$ cat src/sv/itp_pkg.sv
`timescale 1ns / 1ps

package itp_pkg;

    localparam int COUNT_BITS = 16;
    localparam int VALUE_BITS = 32;
    localparam int CHAR_BITS  = 21;
    localparam int BASE_BITS  = 6;
    localparam int PROD_BITS  = VALUE_BITS + BASE_BITS + 1;

    typedef logic [CHAR_BITS-1:0]  t_char;
    typedef logic [BASE_BITS-1:0]  t_base;
    typedef logic [VALUE_BITS-1:0] t_mag;
    typedef logic [COUNT_BITS-1:0] t_count;

    localparam t_base MAX_RADIX = t_base'(36);
    localparam t_base HEX_RADIX = t_base'(16);
    localparam t_base DEC_RADIX = t_base'(10);
    localparam t_base OCT_RADIX = t_base'(8);
    localparam t_base NO_DIGIT  = '1;
    localparam t_base LETTER_OFFSET = t_base'(10);

    localparam t_mag HALF_RANGE = {1'b1, {(VALUE_BITS-1){1'b0}}};

    localparam t_char CH_TAB   = t_char'('h09);
    localparam t_char CH_LF    = t_char'('h0A);
    localparam t_char CH_VT    = t_char'('h0B);
    localparam t_char CH_FF    = t_char'('h0C);
    localparam t_char CH_CR    = t_char'('h0D);
    localparam t_char CH_SPACE = t_char'('h20);
    localparam t_char CH_PLUS  = t_char'('h2B);
    localparam t_char CH_MINUS = t_char'('h2D);
    localparam t_char CH_ZERO  = t_char'('h30);
    localparam t_char CH_NINE  = t_char'('h39);
    localparam t_char CH_UP_A  = t_char'('h41);
    localparam t_char CH_UP_X  = t_char'('h58);
    localparam t_char CH_UP_Z  = t_char'('h5A);
    localparam t_char CH_LO_A  = t_char'('h61);
    localparam t_char CH_LO_X  = t_char'('h78);
    localparam t_char CH_LO_Z  = t_char'('h7A);

    typedef enum logic [2:0] {
        PH_WS,
        PH_SIGNED,
        PH_DIGITS,
        PH_XPREFIX,
        PH_DONE
    } t_phase;

    typedef struct packed {
        logic signed [VALUE_BITS-1:0] value;
        t_count                       consumed;
        logic                         overflowed;
        logic                         found_digits;
    } t_result;

    function automatic t_base digit_of(input t_char c);
        t_base d;
        d = NO_DIGIT;
        if (c >= CH_ZERO && c <= CH_NINE) begin
            d = t_base'(c - CH_ZERO);
        end else if (c >= CH_LO_A && c <= CH_LO_Z) begin
            d = t_base'(c - CH_LO_A) + LETTER_OFFSET;
        end else if (c >= CH_UP_A && c <= CH_UP_Z) begin
            d = t_base'(c - CH_UP_A) + LETTER_OFFSET;
        end
        return d;
    endfunction

    function automatic t_count count_inc(input t_count c);
        return (c == '1) ? c : t_count'(c + 1'b1);
    endfunction

endpackage

$ cat src/sv/itp_char_if.sv
`timescale 1ns / 1ps

interface itp_char_if import itp_pkg::*; ();
    logic  valid;
    logic  ready;
    t_char ch;
    logic  last;

    modport source (output valid, output ch, output last, input ready);
    modport sink (input valid, input ch, input last, output ready);
endinterface

$ cat src/sv/itp_result_if.sv
`timescale 1ns / 1ps

interface itp_result_if import itp_pkg::*; ();
    logic                         valid;
    logic                         ready;
    logic signed [VALUE_BITS-1:0] value;
    t_count                       consumed;
    logic                         overflowed;
    logic                         found_digits;

    modport source (
        output valid, output value, output consumed, output overflowed,
        output found_digits, input ready
    );
    modport sink (
        input valid, input value, input consumed, input overflowed,
        input found_digits, output ready
    );
endinterface

$ cat src/sv/itp_cfg_if.sv
`timescale 1ns / 1ps

interface itp_cfg_if import itp_pkg::*; ();
    logic  valid;
    logic  ready;
    t_base number_base;

    modport source (output valid, output number_base, input ready);
    modport sink (input valid, input number_base, output ready);
endinterface

$ cat src/sv/itp_mac.sv
`timescale 1ns / 1ps

module itp_mac import itp_pkg::*; (
    input  t_mag  i_magnitude,
    input  t_base i_base,
    input  t_base i_digit,
    input  logic  i_negative,
    output t_mag  o_product,
    output logic  o_over
);

    logic [PROD_BITS-1:0] w_prod;
    t_mag                 w_limit;

    assign w_prod    = PROD_BITS'(i_magnitude) * PROD_BITS'(i_base) + PROD_BITS'(i_digit);
    assign w_limit   = i_negative ? HALF_RANGE : t_mag'(HALF_RANGE - 1'b1);
    assign o_over    = w_prod > PROD_BITS'(w_limit);
    assign o_product = w_prod[VALUE_BITS-1:0];

endmodule

$ cat src/sv/itp_core.sv
`timescale 1ns / 1ps

module itp_core import itp_pkg::*; (
    input  logic    i_clk,
    input  logic    i_rst_n,
    input  logic    i_fire,
    input  t_char   i_ch,
    input  logic    i_last,
    input  t_base   i_number_base,
    output logic    o_due,
    output t_result o_result
);

    t_phase r_phase;
    t_mag   r_magnitude;
    logic   r_negative;
    t_base  r_active_base;
    t_count r_position;
    logic   r_overflow_seen;
    logic   r_zero_pending;

    t_phase w_phase;
    t_mag   w_magnitude;
    logic   w_negative;
    t_base  w_active_base;
    t_count w_position;
    logic   w_overflow_seen;
    logic   w_zero_pending;
    logic   w_due;
    logic   w_found;
    logic   w_accept;

    t_base  w_digit;
    t_base  w_first_base;
    t_base  w_first_radix;
    t_base  w_mac_base;
    t_mag   w_product;
    logic   w_over;
    logic   w_is_space;
    logic   w_is_sign;
    logic   w_is_x;

    t_mag   w_signed_mag;

    assign w_digit    = digit_of(i_ch);
    assign w_is_space = (i_ch == CH_SPACE) || (i_ch == CH_TAB) || (i_ch == CH_LF) ||
                        (i_ch == CH_FF) || (i_ch == CH_CR) || (i_ch == CH_VT);
    assign w_is_sign  = (i_ch == CH_PLUS) || (i_ch == CH_MINUS);
    assign w_is_x     = (i_ch == CH_LO_X) || (i_ch == CH_UP_X);

    assign w_first_base  = (r_phase == PH_WS) ? i_number_base : r_active_base;
    assign w_first_radix = (w_first_base != '0) ? w_first_base :
                           ((i_ch == CH_ZERO) ? OCT_RADIX : DEC_RADIX);

    always_comb begin
        unique case (r_phase)
            PH_XPREFIX: w_mac_base = HEX_RADIX;
            PH_DIGITS:  w_mac_base = r_active_base;
            default:    w_mac_base = w_first_radix;
        endcase
    end

    itp_mac u_mac (
        .i_magnitude (r_magnitude),
        .i_base      (w_mac_base),
        .i_digit     (w_digit),
        .i_negative  (r_negative),
        .o_product   (w_product),
        .o_over      (w_over)
    );

    // next state
    always_comb begin
        w_phase         = r_phase;
        w_magnitude     = r_magnitude;
        w_negative      = r_negative;
        w_active_base   = r_active_base;
        w_position      = r_position;
        w_overflow_seen = r_overflow_seen;
        w_zero_pending  = r_zero_pending;
        w_due           = 1'b0;
        w_found         = 1'b0;
        w_accept        = 1'b0;

        unique case (r_phase)
            PH_WS, PH_SIGNED: begin
                if (r_phase == PH_WS && w_is_space) begin
                    w_active_base = i_number_base;
                    w_position    = count_inc(r_position);
                end else if (r_phase == PH_WS && w_is_sign) begin
                    w_active_base = i_number_base;
                    w_negative    = (i_ch == CH_MINUS);
                    w_position    = count_inc(r_position);
                    w_phase       = PH_SIGNED;
                end else if (w_first_base > MAX_RADIX) begin
                    w_active_base = w_first_base;
                    w_due         = 1'b1;
                end else if (i_ch == CH_ZERO &&
                             (w_first_base == '0 || w_first_base == HEX_RADIX)) begin
                    w_active_base  = w_first_radix;
                    w_accept       = 1'b1;
                    w_zero_pending = 1'b1;
                    w_phase        = PH_DIGITS;
                end else begin
                    w_active_base = w_first_radix;
                    if (w_digit < w_first_radix) begin
                        w_accept = 1'b1;
                        w_phase  = PH_DIGITS;
                    end else begin
                        w_due = 1'b1;
                    end
                end
            end
            PH_DIGITS: begin
                w_zero_pending = 1'b0;
                if (r_zero_pending && w_is_x) begin
                    w_active_base = HEX_RADIX;
                    w_phase       = PH_XPREFIX;
                end else if (w_digit < r_active_base) begin
                    w_accept = 1'b1;
                end else begin
                    w_due   = 1'b1;
                    w_found = 1'b1;
                end
            end
            PH_XPREFIX: begin
                if (w_digit < HEX_RADIX) begin
                    w_position = count_inc(r_position);
                    w_accept   = 1'b1;
                    w_phase    = PH_DIGITS;
                end else begin
                    w_due   = 1'b1;
                    w_found = 1'b1;
                end
            end
            default: begin
            end
        endcase

        if (w_accept) begin
            if (!r_overflow_seen) begin
                if (w_over) begin
                    w_overflow_seen = 1'b1;
                end else begin
                    w_magnitude = w_product;
                end
            end
            w_position = count_inc(w_position);
        end

        if (!w_due && i_last && r_phase != PH_DONE) begin
            w_due   = 1'b1;
            w_found = (w_phase == PH_DIGITS) || (w_phase == PH_XPREFIX);
        end
    end

    // result
    always_comb begin
        w_signed_mag = w_negative ? t_mag'(~w_magnitude + 1'b1) : w_magnitude;
        o_due        = w_due;
        o_result     = '0;
        if (w_found) begin
            if (w_overflow_seen) begin
                o_result.value = w_negative ? $signed(HALF_RANGE)
                                            : $signed(t_mag'(HALF_RANGE - 1'b1));
            end else begin
                o_result.value = $signed(w_signed_mag);
            end
            o_result.consumed     = w_position;
            o_result.overflowed   = w_overflow_seen;
            o_result.found_digits = 1'b1;
        end
    end

    always_ff @(posedge i_clk) begin
        if (!i_rst_n || (i_fire && i_last)) begin
            r_phase         <= PH_WS;
            r_magnitude     <= '0;
            r_negative      <= 1'b0;
            r_active_base   <= '0;
            r_position      <= '0;
            r_overflow_seen <= 1'b0;
            r_zero_pending  <= 1'b0;
        end else if (i_fire) begin
            r_phase         <= w_due ? PH_DONE : w_phase;
            r_magnitude     <= w_magnitude;
            r_negative      <= w_negative;
            r_active_base   <= w_active_base;
            r_position      <= w_position;
            r_overflow_seen <= w_overflow_seen;
            r_zero_pending  <= w_zero_pending;
        end
    end

    a_last_restarts: assert property (@(posedge i_clk) disable iff (!i_rst_n)
        i_fire && i_last |=> r_phase == PH_WS)
        else $error("string end did not restart the parser");

    a_done_is_silent: assert property (@(posedge i_clk) disable iff (!i_rst_n)
        r_phase == PH_DONE |-> !o_due)
        else $error("second result for one string");

    a_overflow_needs_digits: assert property (@(posedge i_clk) disable iff (!i_rst_n)
        o_due && o_result.overflowed |-> o_result.found_digits)
        else $error("overflow flagged without digits");

    a_digits_consume: assert property (@(posedge i_clk) disable iff (!i_rst_n)
        o_due && o_result.found_digits |-> o_result.consumed != '0)
        else $error("digits found but nothing consumed");

endmodule

$ cat src/sv/integer_text_parser_top.sv
`timescale 1ns / 1ps
// Path: the character that ends a number passes the input register, then the result register,
// before its result is valid on o_result.
// Throughput: one character per cycle, with a stall only while a result waits on o_result.
// Reset: synchronous, active low; clears parse state and both valid flags,
// and sets number_base back to 10.

module integer_text_parser_top import itp_pkg::*; (
    input  logic         i_clk,
    input  logic         i_rst_n,
    itp_char_if.sink     i_char,
    itp_cfg_if.sink      i_cfg,
    itp_result_if.source o_result
);

    logic    r_in_valid;
    t_char   r_in_ch;
    logic    r_in_last;
    t_base   r_number_base;
    logic    r_out_valid;
    t_result r_out;

    logic    w_fire;
    logic    w_due;
    logic    w_out_free;
    t_result w_result;

    assign w_out_free   = !r_out_valid || o_result.ready;
    assign w_fire       = r_in_valid && (!w_due || w_out_free);
    assign i_char.ready = !r_in_valid || w_fire;
    assign i_cfg.ready  = 1'b1;

    always_ff @(posedge i_clk) begin
        if (!i_rst_n) begin
            r_number_base <= DEC_RADIX;
        end else if (i_cfg.valid) begin
            r_number_base <= i_cfg.number_base;
        end
    end

    always_ff @(posedge i_clk) begin
        if (!i_rst_n) begin
            r_in_valid <= 1'b0;
        end else if (i_char.ready) begin
            r_in_valid <= i_char.valid;
        end
    end

    always_ff @(posedge i_clk) begin
        if (i_char.valid && i_char.ready) begin
            r_in_ch   <= i_char.ch;
            r_in_last <= i_char.last;
        end
    end

    itp_core u_core (
        .i_clk         (i_clk),
        .i_rst_n       (i_rst_n),
        .i_fire        (w_fire),
        .i_ch          (r_in_ch),
        .i_last        (r_in_last),
        .i_number_base (r_number_base),
        .o_due         (w_due),
        .o_result      (w_result)
    );

    always_ff @(posedge i_clk) begin
        if (!i_rst_n) begin
            r_out_valid <= 1'b0;
        end else if (w_fire && w_due) begin
            r_out_valid <= 1'b1;
        end else if (o_result.ready) begin
            r_out_valid <= 1'b0;
        end
    end

    always_ff @(posedge i_clk) begin
        if (w_fire && w_due) begin
            r_out <= w_result;
        end
    end

    assign o_result.valid        = r_out_valid;
    assign o_result.value        = r_out.value;
    assign o_result.consumed     = r_out.consumed;
    assign o_result.overflowed   = r_out.overflowed;
    assign o_result.found_digits = r_out.found_digits;

endmodule

$ cat src/flat_wrapper.sv
// flat-port wrapper written by rule: the top's interface ports become plain ports
module integer_text_parser_top_flat import itp_pkg::*;
  (i_clk, i_rst_n, i_char_valid, i_char_ch, i_char_last, i_char_ready, i_cfg_valid, i_cfg_number_base, i_cfg_ready, o_result_valid, o_result_value, o_result_consumed, o_result_overflowed, o_result_found_digits, o_result_ready);
  itp_char_if i_char_i ();
  itp_cfg_if i_cfg_i ();
  itp_result_if o_result_i ();
  input  logic i_clk;
  input  logic i_rst_n;
  input wire logic [$bits(i_char_i.valid)-1:0] i_char_valid;
  input wire logic [$bits(i_char_i.ch)-1:0] i_char_ch;
  input wire logic [$bits(i_char_i.last)-1:0] i_char_last;
  output wire logic [$bits(i_char_i.ready)-1:0] i_char_ready;
  input wire logic [$bits(i_cfg_i.valid)-1:0] i_cfg_valid;
  input wire logic [$bits(i_cfg_i.number_base)-1:0] i_cfg_number_base;
  output wire logic [$bits(i_cfg_i.ready)-1:0] i_cfg_ready;
  output wire logic [$bits(o_result_i.valid)-1:0] o_result_valid;
  output wire logic [$bits(o_result_i.value)-1:0] o_result_value;
  output wire logic [$bits(o_result_i.consumed)-1:0] o_result_consumed;
  output wire logic [$bits(o_result_i.overflowed)-1:0] o_result_overflowed;
  output wire logic [$bits(o_result_i.found_digits)-1:0] o_result_found_digits;
  input wire logic [$bits(o_result_i.ready)-1:0] o_result_ready;
  assign i_char_i.valid = i_char_valid;
  assign i_char_i.ch = i_char_ch;
  assign i_char_i.last = i_char_last;
  assign i_char_ready = i_char_i.ready;
  assign i_cfg_i.valid = i_cfg_valid;
  assign i_cfg_i.number_base = i_cfg_number_base;
  assign i_cfg_ready = i_cfg_i.ready;
  assign o_result_valid = o_result_i.valid;
  assign o_result_value = o_result_i.value;
  assign o_result_consumed = o_result_i.consumed;
  assign o_result_overflowed = o_result_i.overflowed;
  assign o_result_found_digits = o_result_i.found_digits;
  assign o_result_i.ready = o_result_ready;
  integer_text_parser_top u_core (.i_clk(i_clk), .i_rst_n(i_rst_n), .i_char(i_char_i), .i_cfg(i_cfg_i), .o_result(o_result_i));
endmodule
$ cat config.mk
export PLATFORM = sky130hd
export DESIGN_NAME = integer_text_parser_top_flat
export DESIGN_NICKNAME = d
export VERILOG_FILES = /design/src/sv/itp_pkg.sv /design/src/sv/itp_char_if.sv /design/src/sv/itp_result_if.sv /design/src/sv/itp_cfg_if.sv /design/src/sv/itp_mac.sv /design/src/sv/itp_core.sv /design/src/sv/integer_text_parser_top.sv /design/src/flat_wrapper.sv
export SDC_FILE = /design/constraint.sdc
export NUM_CORES = 1
export LEC_CHECK = 0
export ABC_AREA = 1
export ABC_CLOCK_PERIOD_IN_PS = 11650
export BUFFER_PORTS_ARGS = -buffer_cell sky130_fd_sc_hd__buf_4
export CELL_PAD_IN_SITES_DETAIL_PLACEMENT = 0
export CELL_PAD_IN_SITES_GLOBAL_PLACEMENT = 1
export CORE_MARGIN = 3
export CORE_UTILIZATION = 47
export CTS_CLUSTER_SIZE = 14
export DETAILED_ROUTE_END_ITERATION = 7
export GPL_ROUTABILITY_DRIVEN = 1
export PLACE_DENSITY = 0.79
export SLEW_MARGIN = 10
export SYNTH_ARGS = -nofsm -noshare
export SYNTH_HDL_FRONTEND = slang
export SYNTH_SLANG_ARGS = --single-unit
$ cat constraint.sdc
create_clock -name i_clk -period 11.65 [get_ports i_clk]
set_input_delay 2.9125 -clock i_clk [delete_from_list [all_inputs] [get_ports i_clk]]
set_output_delay 2.9125 -clock i_clk [all_outputs]
set_load 0.01 [all_outputs]
# [Word-level counts from Yosys, hierarchy flattened]
# Index checks and enable logic that the tools add are counted.
[word_totals] input_bits=33 ff_bits=140 wordCells=172
[classes] bitwise=1 order_cmp=11 addsub=9 mux=70 n_eq_ne=25 n_mul=1 n_reduce_logical=39
[ops] cell="32-bit 2-to-1 mux" count=7
[ops] cell="21-bit by 4-bit equality test with 1-bit output, second input constant" count=5
[ops] cell="16-bit 2-to-1 mux" count=6
[ops] cell="21-bit by 6-bit equality test with 1-bit output, second input constant" count=4
[ops] cell="6-bit 2-to-1 mux" count=9
[ops] cell="21-bit by 7-bit equality test with 1-bit output, second input constant" count=2
[ops] cell="21-bit by 7-bit >= comparator with 1-bit output, second input constant" count=2
[ops] cell="21-bit by 7-bit less-or-equal comparator with 1-bit output, second input constant" count=2
[ops] cell="38-bit by 6-bit adder with 39-bit output" count=1
[ops] cell="39-bit by 32-bit greater-than comparator with 1-bit output" count=1
[ops] cell="32-bit by 6-bit multiplier with 38-bit output" count=1
[ops] cell="16-bit by 1-bit adder with 16-bit output, second input constant" count=2
[ops] cell="32-bit by 1-bit adder with 32-bit output, second input constant" count=1
[ops] cell="16-bit equality test, second input constant" count=2
[ops] cell="32-bit inverter" count=1
[ops] cell="16-bit one-hot mux with 2 select lines" count=1
[ops] cell="1-bit 2-to-1 mux" count=31
[ops] cell="3-bit 2-to-1 mux" count=8
[ops] cell="6-bit one-hot mux with 2 select lines" count=2
[ops] cell="21-bit by 6-bit >= comparator with 1-bit output, second input constant" count=1
[ops] cell="21-bit by 6-bit less-or-equal comparator with 1-bit output, second input constant" count=1
[ops] cell="1-bit logical AND" count=13
[ops] cell="1-bit logical OR" count=13
[ops] cell="6-bit by 4-bit adder with 6-bit output, second input constant" count=2
[ops] cell="other kinds (22)" count=38

# [Longest topological paths before layout]
# Gate-level depths: netlist of the first run.
[logic_depth] word_depth=21 depth_mapped=61 mapped_depth_nobuf=60

# [Hierarchy]
# A second synthesis of the first run with hierarchy kept.
[unflattened] hier_cells=2727 area_unflattened_um2=18093.6
[by_module_without_submodules] module="itp_mac" n_inst=1 cells_per_inst=1229 area_per_inst_um2=8087.8
[by_module_without_submodules] module="itp_core" n_inst=1 cells_per_inst=1380 area_per_inst_um2=7512.2
[by_module_without_submodules] module="integer_text_parser_top" n_inst=1 cells_per_inst=118 area_per_inst_um2=2493.6

# [Least setup slack after synthesis of the first run]
# OpenSTA, ideal clock, no wires.
[synth_timing] path_type="register to register" from="register u_core.u_core.r_phase[0]" to="register u_core.r_out (netlist bit u_core.o_result.value[20]), data pin" path_slack_ns=3.253 stages_incl_launch_ff=59 required_time_ns=11.380 arrival_ns=8.127 synth_period_minus_slack_ns=8.397 cell_sequence="dfxtp_1 > nor2_1 > nand2_1 > buf_6 > nand2_1 > o21ai_0 > nor2_1 > nand2_1 > nor3_1 > nor2_1 > o22ai_1 > inv_1 > clkbuf_1 > nor2_1 > ha_1 > inv_1 > fa_1 > inv_1 > [... 23 more ...] > nand2_1 > nand2_1 > nand2_1 > nand3_1 > nor3_4 > nand2_4 > buf_6 > nand2_1 > o21ai_2 > inv_2 > ha_1 > nand3_1 > o21ai_1 > nand3_1 > o21ai_0 > nand2_1 > nand2_1 > a21oi_1"
[synth_between] elab_chain_len=16 elab_cells_between_ends=63 cone_classes="2 x add/sub; 1 x mul; 3 x order compare; 7 x eq/ne; 37 x mux; 1 x bitwise; 12 x reduce/logical"
[synth_lines] element="start: declaration" line="itp_core.sv:14" source="t_phase r_phase;"
[synth_lines] element="start signal: assignment" line="itp_core.sv:185" source="r_phase <= w_due ? PH_DONE : w_phase;"
[synth_lines] element="parallel branches: the longest is 16 deep, another holds 38-bit by 6-bit adder with 39-bit output"
[synth_lines] element="end signal: assignment" line="integer_text_parser_top.sv:79" source="r_out <= w_result;"
[synth_lines] element="end: declaration" line="integer_text_parser_top.sv:21" source="t_result r_out;"
# Parallel ways; which one is timed is not known.
# A chain may end at the register's enable or synchronous reset.

# [Final worst setup path of the first run]
[layout_timing] from="register u_core.u_core.r_phase[0]" to="register u_core.r_out (netlist bit u_core.o_result.value[29]), data pin"
# The elaborated chain is that of the path after synthesis.

==> results.toml, run 1 <==
[status]
outcome = "finished, final reports clean"

[floorplan]
io_pins = 86
die_w_um = 196
start_util_pct = 47.7
dieArea_sq_um = 38500
die_h_um = 196
rows = 69
core_sq_um = 35700

[timing]
setup_viol = 0
finalCriticalPeriod_ps = 10780
max_slew.worst_pin.slew_ps = 1130
finalSetupTns_ps = 0
clock_skew_ps = 12.5
hold_viol = 0
max_freq_mhz = 92.7
finalCritPeriodShare_pct = 92.6
hold_ws_ps = 471
relSlewSlack_pct = 25.0
timing.final.max_slew_violations = 0
rsz0062_at_grt = "no"
worst_slack_ps = 867

[cts]
ctsResizeCount = 0
postCtsSetupBuffers = 0
cts_tree = "built"
tritoncts.num_buffers = 17
cts.htree.levels = 4
clk_pin_slew_ps = 70
cts.sinks = 140
cts_buffer_depth = 2
cts_hold_buffers = 0
cts-root-buf = "clkbuf_16"
clk_latency_ps = 430

[global_routing]
grt_usage_pct = 28.0
antenna_found_initial = 0
grt_pass1_wl_um = 85800
grt_pass1_vias = 15900
grt_max_degree = 57
grt.overflow.total = 0

[logic_synthesis]
ys_seq_area_share_pct = 20.7
ys.warnings.count = 0
netlist_instances = 2416
synth_top_cell_by_area = "fa_1"
synth_top_area_share_pct = 14.6
synth_cell_types = 66
synth-edff-count = 72
avgSynthCellArea_sq_um = 7.04
synth_seq_cells = 140
syn-num-nets = 2712
synth_flop_cell = "edfxtp_1"
syn-cell-area_sq_um = 17000
postSynth.asyncResetShare_pct = 0
ys_top_cells_by_area = "fa_1 15%, edfxtp_1 13%, nand2_1 12%"

[power_and_ir_drop]
power_frac_clock_pct = 31.3
intPower_mw = 1.02
power_switching_uw = 661
power_mw = 1.68
power.density_nw_per_um2 = 90.3
power_switching_share_pct = 39.4
combPwrFrac_pct = 34.5
leakage_nw = 9.17
max-vdd-ir-drop_v = 0.0000855
seqPwrFrac_pct = 34.3

[routing]
drt-pass1-iter-count = 7
first_iter_violations = 1110
avgRoutedWirePerCell_um = 18.1
vias = 16100
ant_nets = 0
wl_um = 53200
drc = 0
via_per_inst = 5.47

[cells_and_area]
final_cell_mix = "541 x nand2_1, 365 x nor2_1, 314 x inv_1"
nFillCells = 3645
layout-drive-gt1-share_pct = 9.46
stdcell_count = 2946
nets = 2768
final_common_cell = "nand2_1"
stdcell_area_sq_um = 18600
antennaDiodeCount = 0
final_core_util_pct = 52.1
area_growth_pct = 9.15

[place]
place.gp.congestion = 0.929
dp_slack_ps = 945
hpwl_um = 42900
place_inst = 2914
portBuffers = 84
placed_cell_area_sq_um = 18000

[worst_setup_path]
crit_required_ps = 11830
critPathSlowestCell = "fa_1"
crit_path_frequent_cell = "nand2_1"
cpPeakStageDelay_ps = 530
path_max_fanout = 28
crit_path_end_kind = "register"
startpoint_type = "register"
arrival_ps = 10960
crit_type = "reg2reg"

[hold_path]
min_path_type = "reg2reg"

[job]
drv_cap = 0
==> final timing paths <==
check                           cells past startpoint  slack (ps)                                    endpoint                                       start
worst min register to register                      2         470  u_core.u_core.r_magnitude[16]$_SDFFE_PP0P_  u_core.u_core.r_magnitude[16]$_SDFFE_PP0P_
worst min-delay path                                2         470  u_core.u_core.r_magnitude[16]$_SDFFE_PP0P_  u_core.u_core.r_magnitude[16]$_SDFFE_PP0P_
worst max register to register                     53         870     u_core.o_result.value[29]$_SDFFCE_PN0P_       u_core.u_core.r_phase[0]$_SDFFE_PP0P_
worst max-delay path                               53         870     u_core.o_result.value[29]$_SDFFCE_PN0P_       u_core.u_core.r_phase[0]$_SDFFE_PP0P_
==> metal layers <==
layer	GRT usage (%)	vias up	wire length [um]
li1	-	7911	-
met1	38.3	7568	23800
met2	46.4	524	24900
met3	3.16	105	2880
met4	9.37	0	1670
met5	0	-	0
==> critical path, delay by kind of cell (launching register included) <==
family	cells	cell delay, ps
compound gates	10	2420
simple gates	26	3440
flops	1	370
xor+xnor	1	300
fa+ha+maj	6	2660
buf+inv	10	1260
==> registers in the layout, indices dropped and copies added (netlist names) <==
signal / count
u_core.o_result.found_digits: 1
u_core.r_number_base: 6
u_core.r_in_last: 1
u_core.r_in_valid: 1
u_core.u_core.r_zero_pending: 1
u_core.r_in_ch: 21
u_core.u_core.r_negative: 1
u_core.u_core.r_magnitude: 32
u_core.u_core.r_active_base: 6
u_core.u_core.r_position: 16
u_core.o_result.consumed: 16
u_core.u_core.r_overflow_seen: 1
u_core.o_result.overflowed: 1
u_core.o_result.value: 32
u_core.o_result.valid: 1
u_core.u_core.r_phase: 3
==> power groups by stage <==
stage / combinational [mW] / sequential [mW] / clock, mW
CTS: 0.574 / 0.574 / 0.532
finish: 0.578 / 0.575 / 0.524
floorplan: 0.396 / 0.582 / 0
global placement: 0.569 / 0.584 / 0
global route: 0.647 / 0.578 / 0.552
detailed placement: 0.571 / 0.585 / 0
==> synth_stat cells, types with 4 or more instances <==
master      n
buf_1       4
xnor2_1    11
inv_2      19
xor2_1     43
edfxtp_1   72
a211oi_1    4
clkbuf_1   26
o21ai_2    12
buf_2      19
ha_1      139
o21bai_1    7
nor3_1     28
nand4_1    30
or2_2       4
nand2_2    23
a21oi_1   172
o22ai_1    10
dfxtp_1    68
nand3_2     7
nor2_2     11
nor3_2      6
nand3b_1   15
o21ai_0    95
buf_4       5
nor4_1      4
fa_1      124
nand2_1   543
o21a_1      7
o211ai_1   12
nor2_4      5
clkinv_1    5
nand3_1   134
inv_1     316
o21ai_1    20
a21o_1      5
buf_6       6
nor2_1    365
==> area by class of cell <==
cell class | instances | area (sq um) | share of cell area (%)
multi-input cells | 1874 | 11900 | 64.1
flip-flops and latches | 140 | 3520 | 19.0
inverters | 341 | 1280 | 6.90
repair buffers | 98 | 736 | 3.96
well taps | 461 | 577 | 3.11
clock buffers | 19 | 433 | 2.33
clock inverters | 13 | 119 | 0.640
==> logic make-up after synthesis <==
group                    synth area share [%]
AND/OR/NAND/NOR                          30.0
multiplexers                           0.0662
XOR/XNOR                                 2.78
buffers and inverters                    9.46
AO/OA/AOI/OAI                            12.1
flip-flops                               20.7
adder cells (fa/ha/maj)                  24.8
other                                  0.0221
(Power assumes the default switching activity.)
==> run 2, diff against run 1 <==
ABC_CLOCK_PERIOD_IN_PS = 9480   (was 11650)
CORE_UTILIZATION = 42   (was 47)
PLACE_DENSITY = 0.74   (was 0.79)
clock period = 9.48 ns   (was 11.65 ns; I/O delays follow)
==> run 2 against run 1 <==
Net effect:
- hold slack lost 2.4 ps
- final cell count rose by 4.3%
- non-clock buffer count rose by 62
- clock power is 31% higher
- via count grew 0.88%
==> results.toml, run 2 (same netlist as run 1, synthesis figures left out) <==
[place]
place_inst = 3026
portBuffers = 84
hpwl_um = 44100
place.gp.congestion = 0.918

[worst_setup_path]
crit_required_ps = 9670
crit_path_frequent_cell = "nand2_1"
rr_startpoint = "u_core.u_core.r_phase[0]$_SDFFE_PP0P_"
reg2reg_slack_ps = 490
r2r_end = "u_core.o_result.value[19]$_SDFFCE_PN0P_"
cpPeakStageDelay_ps = 520
critPathSlowestCell = "fa_1"
startpoint_type = "register"
arrival_ps = 9180
reg2regPathDepth = 50
crit_path_end_kind = "register"
crit_type = "reg2reg"
cp-startpoint = "u_core.u_core.r_phase[0]$_SDFFE_PP0P_"
path_max_fanout = 7

[routing]
drc = 0
avgRoutedWirePerCell_um = 17.7
wl_um = 54500
first_iter_violations = 1118
ant_nets = 0
vias = 16200
drt-pass1-iter-count = 5
via_per_inst = 5.29

[cts]
cts_buffer_depth = 2
cts_hold_buffers = 0
clk_pin_slew_ps = 70
tritoncts.num_buffers = 17
cts.sinks = 140
cts_tree = "built"
clk_latency_ps = 440
cts.htree.levels = 4
cts-root-buf = "clkbuf_16"

[cells_and_area]
nFillCells = 4144
seq_area_sq_um = 3520
multiInputGateArea_sq_um = 12300
final_core_util_pct = 49.3
final_cell_mix = "536 x nand2_1, 354 x nor2_1, 312 x inv_1"
final_common_cell = "nand2_1"
layout-drive-gt1-share_pct = 14.2
stdcell_count = 3073
nets = 2831
antennaDiodeCount = 0
area_growth_pct = 15.5

[timing]
setup_viol = 0
timing.final.max_slew_violations = 0
finalCritPeriodShare_pct = 94.8
hold_viol = 0
max_freq_mhz = 111
clock_skew_ps = 9.79
max_slew.worst_pin.slew_ps = 1160
rsz0062_at_grt = "yes"
finalCriticalPeriod_ps = 8990
relSlewSlack_pct = 22.4

[status]
outcome = "finished, final reports clean"

[power_and_ir_drop]
max-vdd-ir-drop_v = 0.000126
leakage_nw = 9.58
power.density_nw_per_um2 = 113

[job]
drv_cap = 0

[floorplan]
start_util_pct = 42.7
rows = 73
core_sq_um = 39800
io_pins = 86
die_w_um = 207
dieArea_sq_um = 42900
die_h_um = 207

[global_routing]
grt.overflow.total = 0
grt_pass1_wl_um = 86600
antenna_found_initial = 0
grt_max_degree = 58
grt_usage_pct = 24.9
grt_pass1_vias = 16200

[hold_path]
hp-start = "u_core.u_core.r_magnitude[3]$_SDFFE_PP0P_"
min_to = "u_core.u_core.r_magnitude[3]$_SDFFE_PP0P_"
worstHoldPathCells = 2
min_path_type = "reg2reg"
run 2: metal layers:
layer / global-route usage [%] / part of all wire, %
met5: 0 / 0
met4: 8.73 / 3.2
met3: 3.52 / 4.7
met2: 41.3 / 47
met1: 33.5 / 45
run 2: repair_timing:
action | 4_1_cts | 5_1_grt
buffers inserted | 0 | 13
endpoints found under the setup margin | 23 | 39
gates resized for setup | 4 | 103
gates cloned | 0 | 2
pin swaps | 0 | 24
run 2: area by class of cell:
class,count,share of cell area [%]
Timing Repair Buffer,160,6.52
Multi-Input combinational cell,1875,62.6
Clock inverter,12,0.682
Sequential cell,140,17.9
Inverter,341,6.58
Tap cell,525,3.34
Clock buffer,20,2.33
run 2: worst max-delay path, delay by kind of cell, from the launching register on:
kind	cells	cell delay, ps
buf+inv	8	1050
compound gates	9	1280
simple gates	26	3390
flops	1	340
xor+xnor	1	200
fa+ha+maj	6	2430
run 2: through the flow:
| step | setup WS [ps] | setup TNS [ps] | hold WS, ps | area (sq um) | power, mW |
|---|---|---|---|---|---|
| after floorplan | 1080 | 0 | 424 | 17000 | 1.20 |
| after global placement | -65.9 | -484 | 454 | 18500 | 1.46 |
| after detailed placement | -219 | -3040 | 459 | 18500 | 1.46 |
| after CTS | 11.6 | 0 | 469 | 19100 | 2.15 |
| after global routing | -80.5 | -674 | 490 | 19600 | 2.34 |
| final | 492 | 0 | 468 | 19600 | 2.22 |
run 2: report_power, final:
part,leakage [nW],switching (mW),internal [mW]
sequential,1.22,0.0285,0.676
clock,0.287,0.284,0.405
combinational,8.08,0.543,0.278
run 2: worst max path at each step:
stage	endpoint	slack [ps]
global placement	u_core.o_result.value[29]$_SDFFCE_PN0P_	-70
finish	u_core.o_result.value[19]$_SDFFCE_PN0P_	490
floorplan	u_core.o_result.value[20]$_SDFFCE_PN0P_	1080
CTS	u_core.o_result.value[16]$_SDFFCE_PN0P_	10
global route	u_core.o_result.value[23]$_SDFFCE_PN0P_	-80
detailed placement	u_core.o_result.value[16]$_SDFFCE_PN0P_	-220
==> run 3, diff against run 2 <==
ABC_CLOCK_PERIOD_IN_PS = 9500   (was 9480)
CORE_UTILIZATION = 47   (was 42)
PLACE_DENSITY = 0.79   (was 0.74)
clock period = 9.5 ns   (was 9.48 ns; I/O delays follow)
==> run 3 against run 2 <==
Net effect:
- non-clock buffer count up 1
- first-iteration DRC count down 3.4%
- total power down 2.5%
- clock skew up 2.9 ps
- critical path depth up 3
- core utilization up 4.9 points
- clock power down 5.4%
- sequential power about the same
- critical endpoint is now u_core.o_result.value[16]$_SDFFCE_PN0P_
==> results.toml, run 3 (same netlist as run 1, synthesis figures left out) <==
[power_and_ir_drop]
leakage_nw = 9.55
power_mw = 2.16
max-vdd-ir-drop_v = 0.000103
power.density_nw_per_um2 = 112

[cells_and_area]
antennaDiodeCount = 0
area_growth_pct = 13.7
nFillCells = 3587
nets = 2833
final_core_util_pct = 54.2
layout-drive-gt1-share_pct = 13.1
final_cell_mix = "540 x nand2_1, 362 x nor2_1, 312 x inv_1"
final_common_cell = "nand2_1"

[floorplan]
dieArea_sq_um = 38500
start_util_pct = 47.7
io_pins = 86
die_h_um = 196
core_sq_um = 35700
die_w_um = 196
rows = 69

[place]
portBuffers = 84
hpwl_um = 43500
dp_slack_ps = -169
place.gp.congestion = 0.980

[global_routing]
grt_max_degree = 58
antenna_found_initial = 0
grt_pass1_wl_um = 86100
grt_usage_pct = 28.0
grt.overflow.total = 0
grt_pass1_vias = 16200

[hold_path]
hp-start = "u_core.u_core.r_magnitude[15]$_SDFFE_PP0P_"
min_path_type = "reg2reg"

[routing]
ant_nets = 0
drc = 0
avgRoutedWirePerCell_um = 17.9
via_per_inst = 5.47
first_iter_violations = 1080
vias = 16500
wl_um = 54000
drt-pass1-iter-count = 5

[status]
outcome = "finished, final reports clean"

[timing]
timing.final.max_slew_violations = 0
worst_slack_ps = 435
max_slew.worst_pin.slew_ps = 1120
max_freq_mhz = 110
relSlewSlack_pct = 25.4
finalCritPeriodShare_pct = 95.4
finalSetupTns_ps = 0
clock_skew_ps = 12.7
hold_viol = 0
finalCriticalPeriod_ps = 9070
setup_viol = 0

[cts]
cts_buffer_depth = 2
clk_pin_slew_ps = 70
cts_hold_buffers = 0
tritoncts.num_buffers = 17
cts_tree = "built"
cts-root-buf = "clkbuf_16"
clk_latency_ps = 440
cts.htree.levels = 4
cts.sinks = 140

[worst_setup_path]
crit_required_ps = 9660
arrival_ps = 9230
crit_type = "reg2reg"
cp-startpoint = "u_core.u_core.r_phase[0]$_SDFFE_PP0P_"
path_max_fanout = 10
crit_path_frequent_cell = "nand2_1"
cpPeakStageDelay_ps = 530
startpoint_type = "register"
critPathSlowestCell = "fa_1"
crit_path_end_kind = "register"
rr_startpoint = "u_core.u_core.r_phase[0]$_SDFFE_PP0P_"

[job]
drv_cap = 0
[run 3: cell types whose count changed in the layout (fill, tap and decap cells not counted), sizes merged]
cell      change
buf           +1
clkinvlp      +2
clkinv        +1
nand2         +1
clkbuf        -1
bufinv        -2
[run 3: layer usage]
layer	part of all wire, %	global-route usage, %	up-vias
met1	44	37.9	7860
li1	-	-	8053
met3	4.7	2.59	82
met2	48	47.5	465
met4	2.8	8.93	0
met5	0	0	-
[run 3: timing repair]
action | CTS | global route
setup endpoints to repair | 22 | 34
gates cloned | 0 | 3
resized for setup | 7 | 49
pin swaps | 1 | 7
setup buffers | 4 | 17
[run 3: cell type report]
| cell class | count | area (sq um) | area share (%) |
|---|---|---|---|
| inverters | 341 | 1290 | 6.67 |
| flip-flops and latches | 140 | 3520 | 18.2 |
| well taps | 461 | 577 | 2.98 |
| clock buffers | 19 | 464 | 2.40 |
| multi-input cells | 1876 | 12100 | 62.7 |
| clock inverters | 13 | 104 | 0.537 |
| repair buffers | 161 | 1260 | 6.53 |
[run 3: worst max-delay path, delay by kind of cell (launching register included)]
kind | cells | cell delay, ps
fa+ha+maj | 7 | 2690
xor+xnor | 2 | 300
flops | 1 | 330
compound gates | 8 | 1130
simple gates | 28 | 3450
buf+inv | 8 | 870
[run 3: final timing paths]
path / end / slack, ps / cells after the start
setup / recovery: u_core.o_result.value[16]$_SDFFCE_PN0P_ / 430 / 53
hold / removal: u_core.u_core.r_magnitude[15]$_SDFFE_PP0P_ / 470 / 2
setup reg to reg: u_core.o_result.value[16]$_SDFFCE_PN0P_ / 430 / 53
hold reg to reg: u_core.u_core.r_magnitude[15]$_SDFFE_PP0P_ / 470 / 2
[run 3: per-stage QoR]
step	cells	area, sq um	hold WS [ps]
6_report	3011	19300	468
5_1_grt	3011	19300	486
4_1_cts	2991	19000	470
3_5_place_dp	2955	18300	460
3_3_place_gp	2955	18300	452
2_1_floorplan	2416	17000	424
[run 3: power breakdown]
group	internal [mW]	switching, mW
combinational	0.271	0.533
sequential	0.675	0.0283
clock	0.361	0.291
